[config.mk]
export PLATFORM = sky130hd
export DESIGN_NAME = pid_step_with_clamps
export DESIGN_NICKNAME = d
export VERILOG_FILES = /design/src/rtl/psc_pkg.sv /design/src/rtl/psc_cfg.sv /design/src/rtl/psc_datapath.sv /design/src/rtl/pid_step_with_clamps.sv
export SDC_FILE = /design/constraint.sdc
export NUM_CORES = 2
export LEC_CHECK = 0
export BUFFER_PORTS_ARGS = -buffer_cell sky130_fd_sc_hd__buf_2
export CAP_MARGIN = 20
export CORE_MARGIN = 5
export CORE_UTILIZATION = 42
export CTS_CLUSTER_SIZE = 8
export DETAILED_ROUTE_END_ITERATION = 10
export MAX_ROUTING_LAYER = met4
export PLACE_DENSITY = 0.59
export SYNTH_ARGS = -nofsm -noshare
export SYNTH_HDL_FRONTEND = slang
export SYNTH_SLANG_ARGS = --single-unit
[constraint.sdc]
create_clock -name clk -period 51.1 [get_ports clk]
set_input_delay 2.555 -clock clk [delete_from_list [all_inputs] [get_ports clk]]
set_output_delay 2.555 -clock clk [all_outputs]
set_load 0.005 [all_outputs]
[src/rtl/psc_pkg.sv]
// ----------------------------------------------------------------------------
// psc_pkg: shared types, constants and arithmetic helpers
// Widths, register indexes, reset values and the rounding and clamping
// functions used by the PID step datapath.
// ----------------------------------------------------------------------------
package psc_pkg;

  localparam int SAMPLE_W   = 16;
  localparam int ERR_W      = SAMPLE_W + 1;
  localparam int DIFF_W     = ERR_W + 1;
  localparam int GAIN_W     = 20;
  localparam int LIM_W      = 23;
  localparam int DRIVE_W    = 24;
  localparam int INT_W      = 24;
  localparam int CFG_W      = 23;
  localparam int CFG_IDX_W  = 3;
  localparam int FRAC_SHIFT = 12;
  localparam int PROD_W     = GAIN_W + 1 + DIFF_W;
  localparam int TERM_W     = PROD_W - FRAC_SHIFT;
  localparam int SUM_W      = 28;

  // Register indexes on the configuration port.
  localparam logic [CFG_IDX_W-1:0] REG_KP_GAIN        = 3'd0;
  localparam logic [CFG_IDX_W-1:0] REG_KI_GAIN        = 3'd1;
  localparam logic [CFG_IDX_W-1:0] REG_KD_GAIN        = 3'd2;
  localparam logic [CFG_IDX_W-1:0] REG_INTEGRAL_LIMIT = 3'd3;
  localparam logic [CFG_IDX_W-1:0] REG_OUTPUT_LIMIT   = 3'd4;
  localparam logic [CFG_IDX_W-1:0] REG_ANGLE_WRAP     = 3'd5;

  localparam logic [GAIN_W-1:0] KP_RESET   = 20'd409600;
  localparam logic [GAIN_W-1:0] KI_RESET   = 20'd102400;
  localparam logic [GAIN_W-1:0] KD_RESET   = 20'd40960;
  localparam logic [LIM_W-1:0]  ILIM_RESET = 23'd159984;
  localparam logic [LIM_W-1:0]  OLIM_RESET = 23'd159984;

  // Item kinds.
  localparam logic KIND_STEP  = 1'b0;
  localparam logic KIND_CLEAR = 1'b1;

  // 180 and 360 degrees in Q12.4.
  localparam logic signed [ERR_W-1:0] HALF_TURN = 17'sd2880;
  localparam logic signed [ERR_W-1:0] FULL_TURN = 17'sd5760;

  localparam logic signed [PROD_W-1:0] ROUND_BIAS = PROD_W'(2048);

  typedef struct packed {
    logic [GAIN_W-1:0] kp_gain;
    logic [GAIN_W-1:0] ki_gain;
    logic [GAIN_W-1:0] kd_gain;
    logic [LIM_W-1:0]  integral_limit;
    logic [LIM_W-1:0]  output_limit;
    logic              angle_wrap;
  } psc_cfg_t;

  typedef struct packed {
    logic signed [ERR_W-1:0] prev_err;
    logic signed [INT_W-1:0] integral;
  } psc_state_t;

  typedef struct packed {
    logic signed [DRIVE_W-1:0] drive;
    logic                      limited;
  } psc_result_t;

  typedef struct packed {
    logic signed [SUM_W-1:0] value;
    logic                    hit;
  } psc_clamp_t;

  // Unsigned Q8.12 gain times a signed Q.4 value, giving Q.16.
  function automatic logic signed [PROD_W-1:0] gain_mult(
    input logic [GAIN_W-1:0]        gain,
    input logic signed [DIFF_W-1:0] x
  );
    logic signed [GAIN_W:0]   g;
    logic signed [PROD_W-1:0] p;
    g = $signed({1'b0, gain});
    p = g * x;
    return p;
  endfunction

  // Back to Q.4, rounding to nearest with ties toward plus infinity.
  function automatic logic signed [TERM_W-1:0] round_term(
    input logic signed [PROD_W-1:0] p
  );
    logic signed [PROD_W-1:0] q;
    q = p + ROUND_BIAS;
    q = q >>> FRAC_SHIFT;
    return q[TERM_W-1:0];
  endfunction

  function automatic psc_clamp_t clamp_sym(
    input logic signed [SUM_W-1:0] v,
    input logic [LIM_W-1:0]        lim
  );
    logic signed [SUM_W-1:0] hi;
    logic signed [SUM_W-1:0] lo;
    psc_clamp_t              r;
    hi = $signed(SUM_W'(lim));
    lo = -hi;
    if (v > hi) begin
      r.value = hi;
      r.hit   = 1'b1;
    end else if (v < lo) begin
      r.value = lo;
      r.hit   = 1'b1;
    end else begin
      r.value = v;
      r.hit   = 1'b0;
    end
    return r;
  endfunction

endpackage

[src/rtl/psc_cfg.sv]
// ----------------------------------------------------------------------------
// psc_cfg: configuration register file
// Holds the gains, the two clamp limits and the angle mode bit. Writes to
// an index outside the register list are dropped.
// ----------------------------------------------------------------------------
module psc_cfg (
  input  logic                           clk,
  input  logic                           rst,
  input  logic                           cfg_we,
  input  logic [psc_pkg::CFG_IDX_W-1:0]  cfg_index,
  input  logic [psc_pkg::CFG_W-1:0]      cfg_data,
  output psc_pkg::psc_cfg_t              cfg
);
  import psc_pkg::*;

  always_ff @(posedge clk) begin
    if (rst) begin
      cfg.kp_gain        <= KP_RESET;
      cfg.ki_gain        <= KI_RESET;
      cfg.kd_gain        <= KD_RESET;
      cfg.integral_limit <= ILIM_RESET;
      cfg.output_limit   <= OLIM_RESET;
      cfg.angle_wrap     <= 1'b0;
    end else if (cfg_we) begin
      unique case (cfg_index)
        REG_KP_GAIN:        cfg.kp_gain        <= cfg_data[GAIN_W-1:0];
        REG_KI_GAIN:        cfg.ki_gain        <= cfg_data[GAIN_W-1:0];
        REG_KD_GAIN:        cfg.kd_gain        <= cfg_data[GAIN_W-1:0];
        REG_INTEGRAL_LIMIT: cfg.integral_limit <= cfg_data[LIM_W-1:0];
        REG_OUTPUT_LIMIT:   cfg.output_limit   <= cfg_data[LIM_W-1:0];
        REG_ANGLE_WRAP:     cfg.angle_wrap     <= cfg_data[0];
        default: begin
        end
      endcase
    end
  end

endmodule

[src/rtl/psc_datapath.sv]
// ----------------------------------------------------------------------------
// psc_datapath: one PID step, or a clear that zeroes drive and state
// Forms the error, applies the optional angle wrap, updates the clamped
// integral and sums the three terms into the clamped drive.
// ----------------------------------------------------------------------------
module psc_datapath (
  input  logic                                kind,
  input  logic signed [psc_pkg::SAMPLE_W-1:0] measure,
  input  logic signed [psc_pkg::SAMPLE_W-1:0] target,
  input  psc_pkg::psc_cfg_t                   cfg,
  input  psc_pkg::psc_state_t                 state,
  output psc_pkg::psc_result_t                res,
  output psc_pkg::psc_state_t                 state_next
);
  import psc_pkg::*;

  logic signed [ERR_W-1:0]  err_raw;
  logic signed [ERR_W-1:0]  err;
  logic signed [DIFF_W-1:0] err_ext;
  logic signed [DIFF_W-1:0] diff;
  logic signed [TERM_W-1:0] kp_term;
  logic signed [TERM_W-1:0] ki_term;
  logic signed [TERM_W-1:0] kd_term;
  logic signed [SUM_W-1:0]  int_pre;
  logic signed [SUM_W-1:0]  sum;
  psc_clamp_t               int_c;
  psc_clamp_t               out_c;

  always_comb begin
    err_raw = {target[SAMPLE_W-1], target} - {measure[SAMPLE_W-1], measure};
    // The wrap is applied once; after losing a full turn the error can no
    // longer fall below minus half a turn.
    if (cfg.angle_wrap && (err_raw > HALF_TURN)) begin
      err = err_raw - FULL_TURN;
    end else if (cfg.angle_wrap && (err_raw < -HALF_TURN)) begin
      err = err_raw + FULL_TURN;
    end else begin
      err = err_raw;
    end

    err_ext = {err[ERR_W-1], err};
    diff    = err_ext - {state.prev_err[ERR_W-1], state.prev_err};

    kp_term = round_term(gain_mult(cfg.kp_gain, err_ext));
    ki_term = round_term(gain_mult(cfg.ki_gain, err_ext));
    kd_term = round_term(gain_mult(cfg.kd_gain, diff));

    int_pre = SUM_W'(state.integral) + SUM_W'(ki_term);
    int_c   = clamp_sym(int_pre, cfg.integral_limit);
    sum     = SUM_W'(kp_term) + int_c.value + SUM_W'(kd_term);
    out_c   = clamp_sym(sum, cfg.output_limit);

    if (kind == KIND_CLEAR) begin
      res.drive           = '0;
      res.limited         = 1'b0;
      state_next.prev_err = '0;
      state_next.integral = '0;
    end else begin
      res.drive           = out_c.value[DRIVE_W-1:0];
      res.limited         = out_c.hit;
      state_next.prev_err = err;
      state_next.integral = int_c.value[INT_W-1:0];
    end
  end

endmodule

[src/rtl/pid_step_with_clamps.sv]
// ----------------------------------------------------------------------------
// pid_step_with_clamps: positional PID step with integral and output clamps
// Fixed-point PID controller step with anti-windup clamp and a clear item.
// ----------------------------------------------------------------------------
// The block takes one beat per clock unless it stalls, and returns one
// result beat for each input beat. An accepted input beat is held in the
// input register, which feeds the error, multiply, integral clamp and drive
// clamp pass; the pass lands in the result register when the held beat
// advances. The integral and previous error are updated in that same pass,
// so each step sees the state left by the one before it.
// The input side stalls only when a finished result is held by out_stall.
module pid_step_with_clamps (
  input  logic                                clk,
  input  logic                                rst,
  input  logic                                cfg_we,
  input  logic [psc_pkg::CFG_IDX_W-1:0]       cfg_index,
  input  logic [psc_pkg::CFG_W-1:0]           cfg_data,
  input  logic                                in_valid,
  output logic                                in_stall,
  input  logic                                kind,
  input  logic signed [psc_pkg::SAMPLE_W-1:0] measure,
  input  logic signed [psc_pkg::SAMPLE_W-1:0] target,
  output logic                                out_valid,
  input  logic                                out_stall,
  output logic signed [psc_pkg::DRIVE_W-1:0]  drive,
  output logic                                limited
);
  import psc_pkg::*;

  psc_cfg_t                  cfg;
  psc_state_t                state;
  psc_state_t                state_next;
  psc_result_t               res;
  logic                      s1_valid;
  logic                      s1_kind;
  logic signed [SAMPLE_W-1:0] s1_measure;
  logic signed [SAMPLE_W-1:0] s1_target;
  logic                      advance;
  logic                      in_take;

  psc_cfg u_cfg (
    .clk       (clk),
    .rst       (rst),
    .cfg_we    (cfg_we),
    .cfg_index (cfg_index),
    .cfg_data  (cfg_data),
    .cfg       (cfg)
  );

  psc_datapath u_datapath (
    .kind       (s1_kind),
    .measure    (s1_measure),
    .target     (s1_target),
    .cfg        (cfg),
    .state      (state),
    .res        (res),
    .state_next (state_next)
  );

  assign advance  = s1_valid && (!out_valid || !out_stall);
  assign in_stall = s1_valid && !advance;
  assign in_take  = in_valid && !in_stall;

  always_ff @(posedge clk) begin
    if (rst) begin
      s1_valid <= 1'b0;
    end else if (in_take) begin
      s1_valid <= 1'b1;
    end else if (advance) begin
      s1_valid <= 1'b0;
    end
  end

  always_ff @(posedge clk) begin
    if (in_take) begin
      s1_kind    <= kind;
      s1_measure <= measure;
      s1_target  <= target;
    end
  end

  always_ff @(posedge clk) begin
    if (rst) begin
      state     <= '0;
      out_valid <= 1'b0;
    end else if (advance) begin
      state     <= state_next;
      out_valid <= 1'b1;
    end else if (out_valid && !out_stall) begin
      out_valid <= 1'b0;
    end
  end

  always_ff @(posedge clk) begin
    if (advance) begin
      drive   <= res.drive;
      limited <= res.limited;
    end
  end

`ifndef SYNTHESIS
  // A held input beat must not change while it waits for the result register.
  a_s1_hold: assert property (@(posedge clk) disable iff (rst)
    (s1_valid && !advance) |=> (s1_valid && $stable(s1_kind) &&
                                $stable(s1_measure) && $stable(s1_target)))
    else $error("held input beat changed");

  a_clear_state: assert property (@(posedge clk) disable iff (rst)
    (advance && (s1_kind == KIND_CLEAR)) |=> (state == '0))
    else $error("clear beat did not zero the controller state");

  a_int_range: assert property (@(posedge clk) disable iff (rst)
    state.integral != {1'b1, {(INT_W-1){1'b0}}})
    else $error("integral left the clamp range");

  a_drive_range: assert property (@(posedge clk) disable iff (rst)
    out_valid |-> (drive != {1'b1, {(DRIVE_W-1){1'b0}}}))
    else $error("drive left the clamp range");
`endif

endmodule
==> metrics.yaml <==
placed_design:
  placed_area_um2: 53370
  hpwl_um: 119600
  port_buffers: 90
  routabilityCongestion: 0.9598
critical_path:
  startpoint_type: "flip-flop"
  critical_path.most_common_cell: "fa_1"
  critPathCaptureType: "flip-flop"
  max_stage_delay_ns: 0.67
  slowest_stage: "a41oi_1"
  arrival_ns: 22.25
  cp_max_fo: 44
  worst-setup-path-type: "flip-flop to flip-flop"
  required_ns: 51.53
layout:
  layout_commonest_cell: "inv_1"
  area_growth_pct: 6.075
  final_cell_mix: "1106 x inv_1, 874 x nand2_1, 857 x fa_1"
  drive_above_1_share: 0.05820
  stdcell_area_um2: 54290
  finalNetCount: 7453
global_routing:
  gr-usage-all-layers: 0.2473
  grt_max_degree: 74
  first_global_vias: 42590
  grt_pass1_wl_um: 245700
  overflow: 0
  antenna_found_initial: 10
clock_network:
  cts.sinks: 208
  cts_resized: 0
  tritoncts: "done"
  cts_made_buffers: 31
  insertion_delay_ns: 0.61
  cts_setup_buffers: 0
  postCtsHoldBufs: 0
  clockBufferDepth: 3
  cts_root_buf: "clkbuf_16"
  cts.clk_slew.worst_paths_ns: 0.05
  htreeDepth: 1
drt:
  drt_wl_total_um: 154500
  wl_per_cell_um: 20.34
  dr_total_vias: 40980
  route.met2.wl_um: 72410
  drcViolationCount: 0
  ant_nets: 0
  dr_wl_met3_um: 9581
  avgViaCountPerCell: 5.394
  wl_met1_um: 66900
  top_layer_used: "met4"
  dr.pass1.iters: 5
  drt-initial-drc-count: 2860
floorplan:
  ios: 91
  design.die.area_um2: 128900
  die_x_um: 359.1
  core_area_um2: 121400
  initial_utilization: 0.4216
  rows: 128
  die_h_um: 359.1
synth:
  synth-seq-area-share: 0.09270
  syn_avg_cell_area_um2: 8.474
  ys_ff_latch: 208
  yosysWarnings: 0
  ys_types: 100
  synthCells: 6040
  synth_area_leader_cell: "fa_1"
  synth_ff_type: "dfxtp_1"
  yosysTopAreaCellShare: 0.3352
  async_flop_share: 0
  synth_edf_count: 58
  syn_nets: 7546
  syn-cell-area_um2: 51180
  netlist_top_cells_area: "fa_1 34%, ha_1 14%, inv_1 8.1%"
sta:
  fin_crit_ns: 21.81
  final_hold_viol_count: 0
  rsz0062_at_grt: "no"
  setup_viol: 0
  setup-tns-final_ns: 0
  hold_ws_ns: 0.4534
  worstMarginPinSlew_ns: 1.115
  finClkSkew_ns: 0.03266
  maxSlewViolCount: 0
  timing.fmax_mhz: 45.84
  max_slew_margin: 0.2557
  fin_crit_sh: 0.4269
run_status:
  status: "completed"
min_path:
  hp-class: "flip-flop to flip-flop"
job:
  drv_cap: 0
[routing by layer]
| metal | vias up | global-route usage |
|---|---|---|
| met5 | - | - |
| met4 | 0 | 0.07841 |
| met2 | 1225 | 0.4012 |
| li1 | 18830 | - |
| met1 | 20700 | 0.3276 |
| met3 | 219 | 0.02598 |
[cell families (layout without fill, tap and decap cells)]
| kind of cell | count (synthesis) | count (layout) | share of synthesized area |
|---|---|---|---|
| simple gates | 1994 | 1994 | 0.1884 |
| flops | 208 | 208 | 0.09270 |
| fa+ha+maj | 1442 | 1442 | 0.4782 |
| mux | 28 | 28 | 0.005818 |
| compound gates | 792 | 792 | 0.1021 |
| xor+xnor | 170 | 170 | 0.02909 |
| buf+inv | 1406 | 1328 | 0.1037 |
| other cells | 0 | 9 | 0 |
[Yosys cell counts (all sizes together), types with 17 or more instances]
cell type	count
a211oi	36
nor2	226
nand2	876
inv	1108
nor2b	117
o21ai	125
o211ai	60
and3	30
dfxtp	150
o31ai	17
a21boi	18
nand4	31
mux2i	17
a21oi	259
and2	366
o21a	42
nor4	33
or3	24
xnor2	124
ha	585
fa	857
clkbuf	272
buf	26
nand2b	59
a311oi	23
nand3	77
xor2	46
edfxtp	58
nor3	63
a22oi	30
or2	64
a21o	68
[sequential cells by signal, summed over array words and instances, names as in the netlist]
| register | cells |
|---|---|
| drive | 24 |
| out_valid | 1 |
| s1_valid | 1 |
| state | 41 |
| s1_target | 16 |
| limited | 1 |
| u_cfg.cfg | 107 |
| s1_measure | 16 |
| s1_kind | 1 |
[area by class of cell]
cell class	instances	area [um^2]
fillers	12150	67100
multi-input cells	4426	41360
flip-flops and latches	208	4745
inverters	1108	4159
well taps	1625	2033
repair buffers	172	1069
clock buffers	45	858.3
clock inverters	3	43.79
diodes	9	22.52
[metrics by stage]
step           std cells  worst slack [ns]  utilization
2_1_floorplan       6040             32.43            -
6_report            7596             29.29       0.4472
3_3_place_gp        7539             29.85       0.4396
3_5_place_dp        7539             29.53       0.4396
4_1_cts             7587             29.47       0.4471
5_1_grt             7595             27.61       0.4472
[worst paths after layout]
kind / slack (ns) / depth (start not counted) / endpoint / start
worst max register to register: 29.29 / 81 / drive[2]$_SDFFCE_PP0P_ / s1_target[0]$_DFFE_PP_
worst min register to register: 0.45 / 2 / u_cfg.cfg[25]$_SDFFE_PP0P_ / u_cfg.cfg[25]$_SDFFE_PP0P_
worst max-delay path: 29.29 / 81 / drive[2]$_SDFFCE_PP0P_ / s1_target[0]$_DFFE_PP_
worst min-delay path: 0.45 / 2 / u_cfg.cfg[25]$_SDFFE_PP0P_ / u_cfg.cfg[25]$_SDFFE_PP0P_
[worst max-delay path: cells and delay by family, from the launching register on]
family,cells,cell delay [ns]
adders and majority gates,16,6.20
AOI/OAI and AO/OA,34,9.10
xor gates and xnor gates,4,0.88
and+or+nand+nor,19,3.68
DFF,1,0.36
buffers and inverters,8,1.33
Power is not shown: default switching activity piles up to over one toggle a cycle in this logic, so the estimate is an artifact.
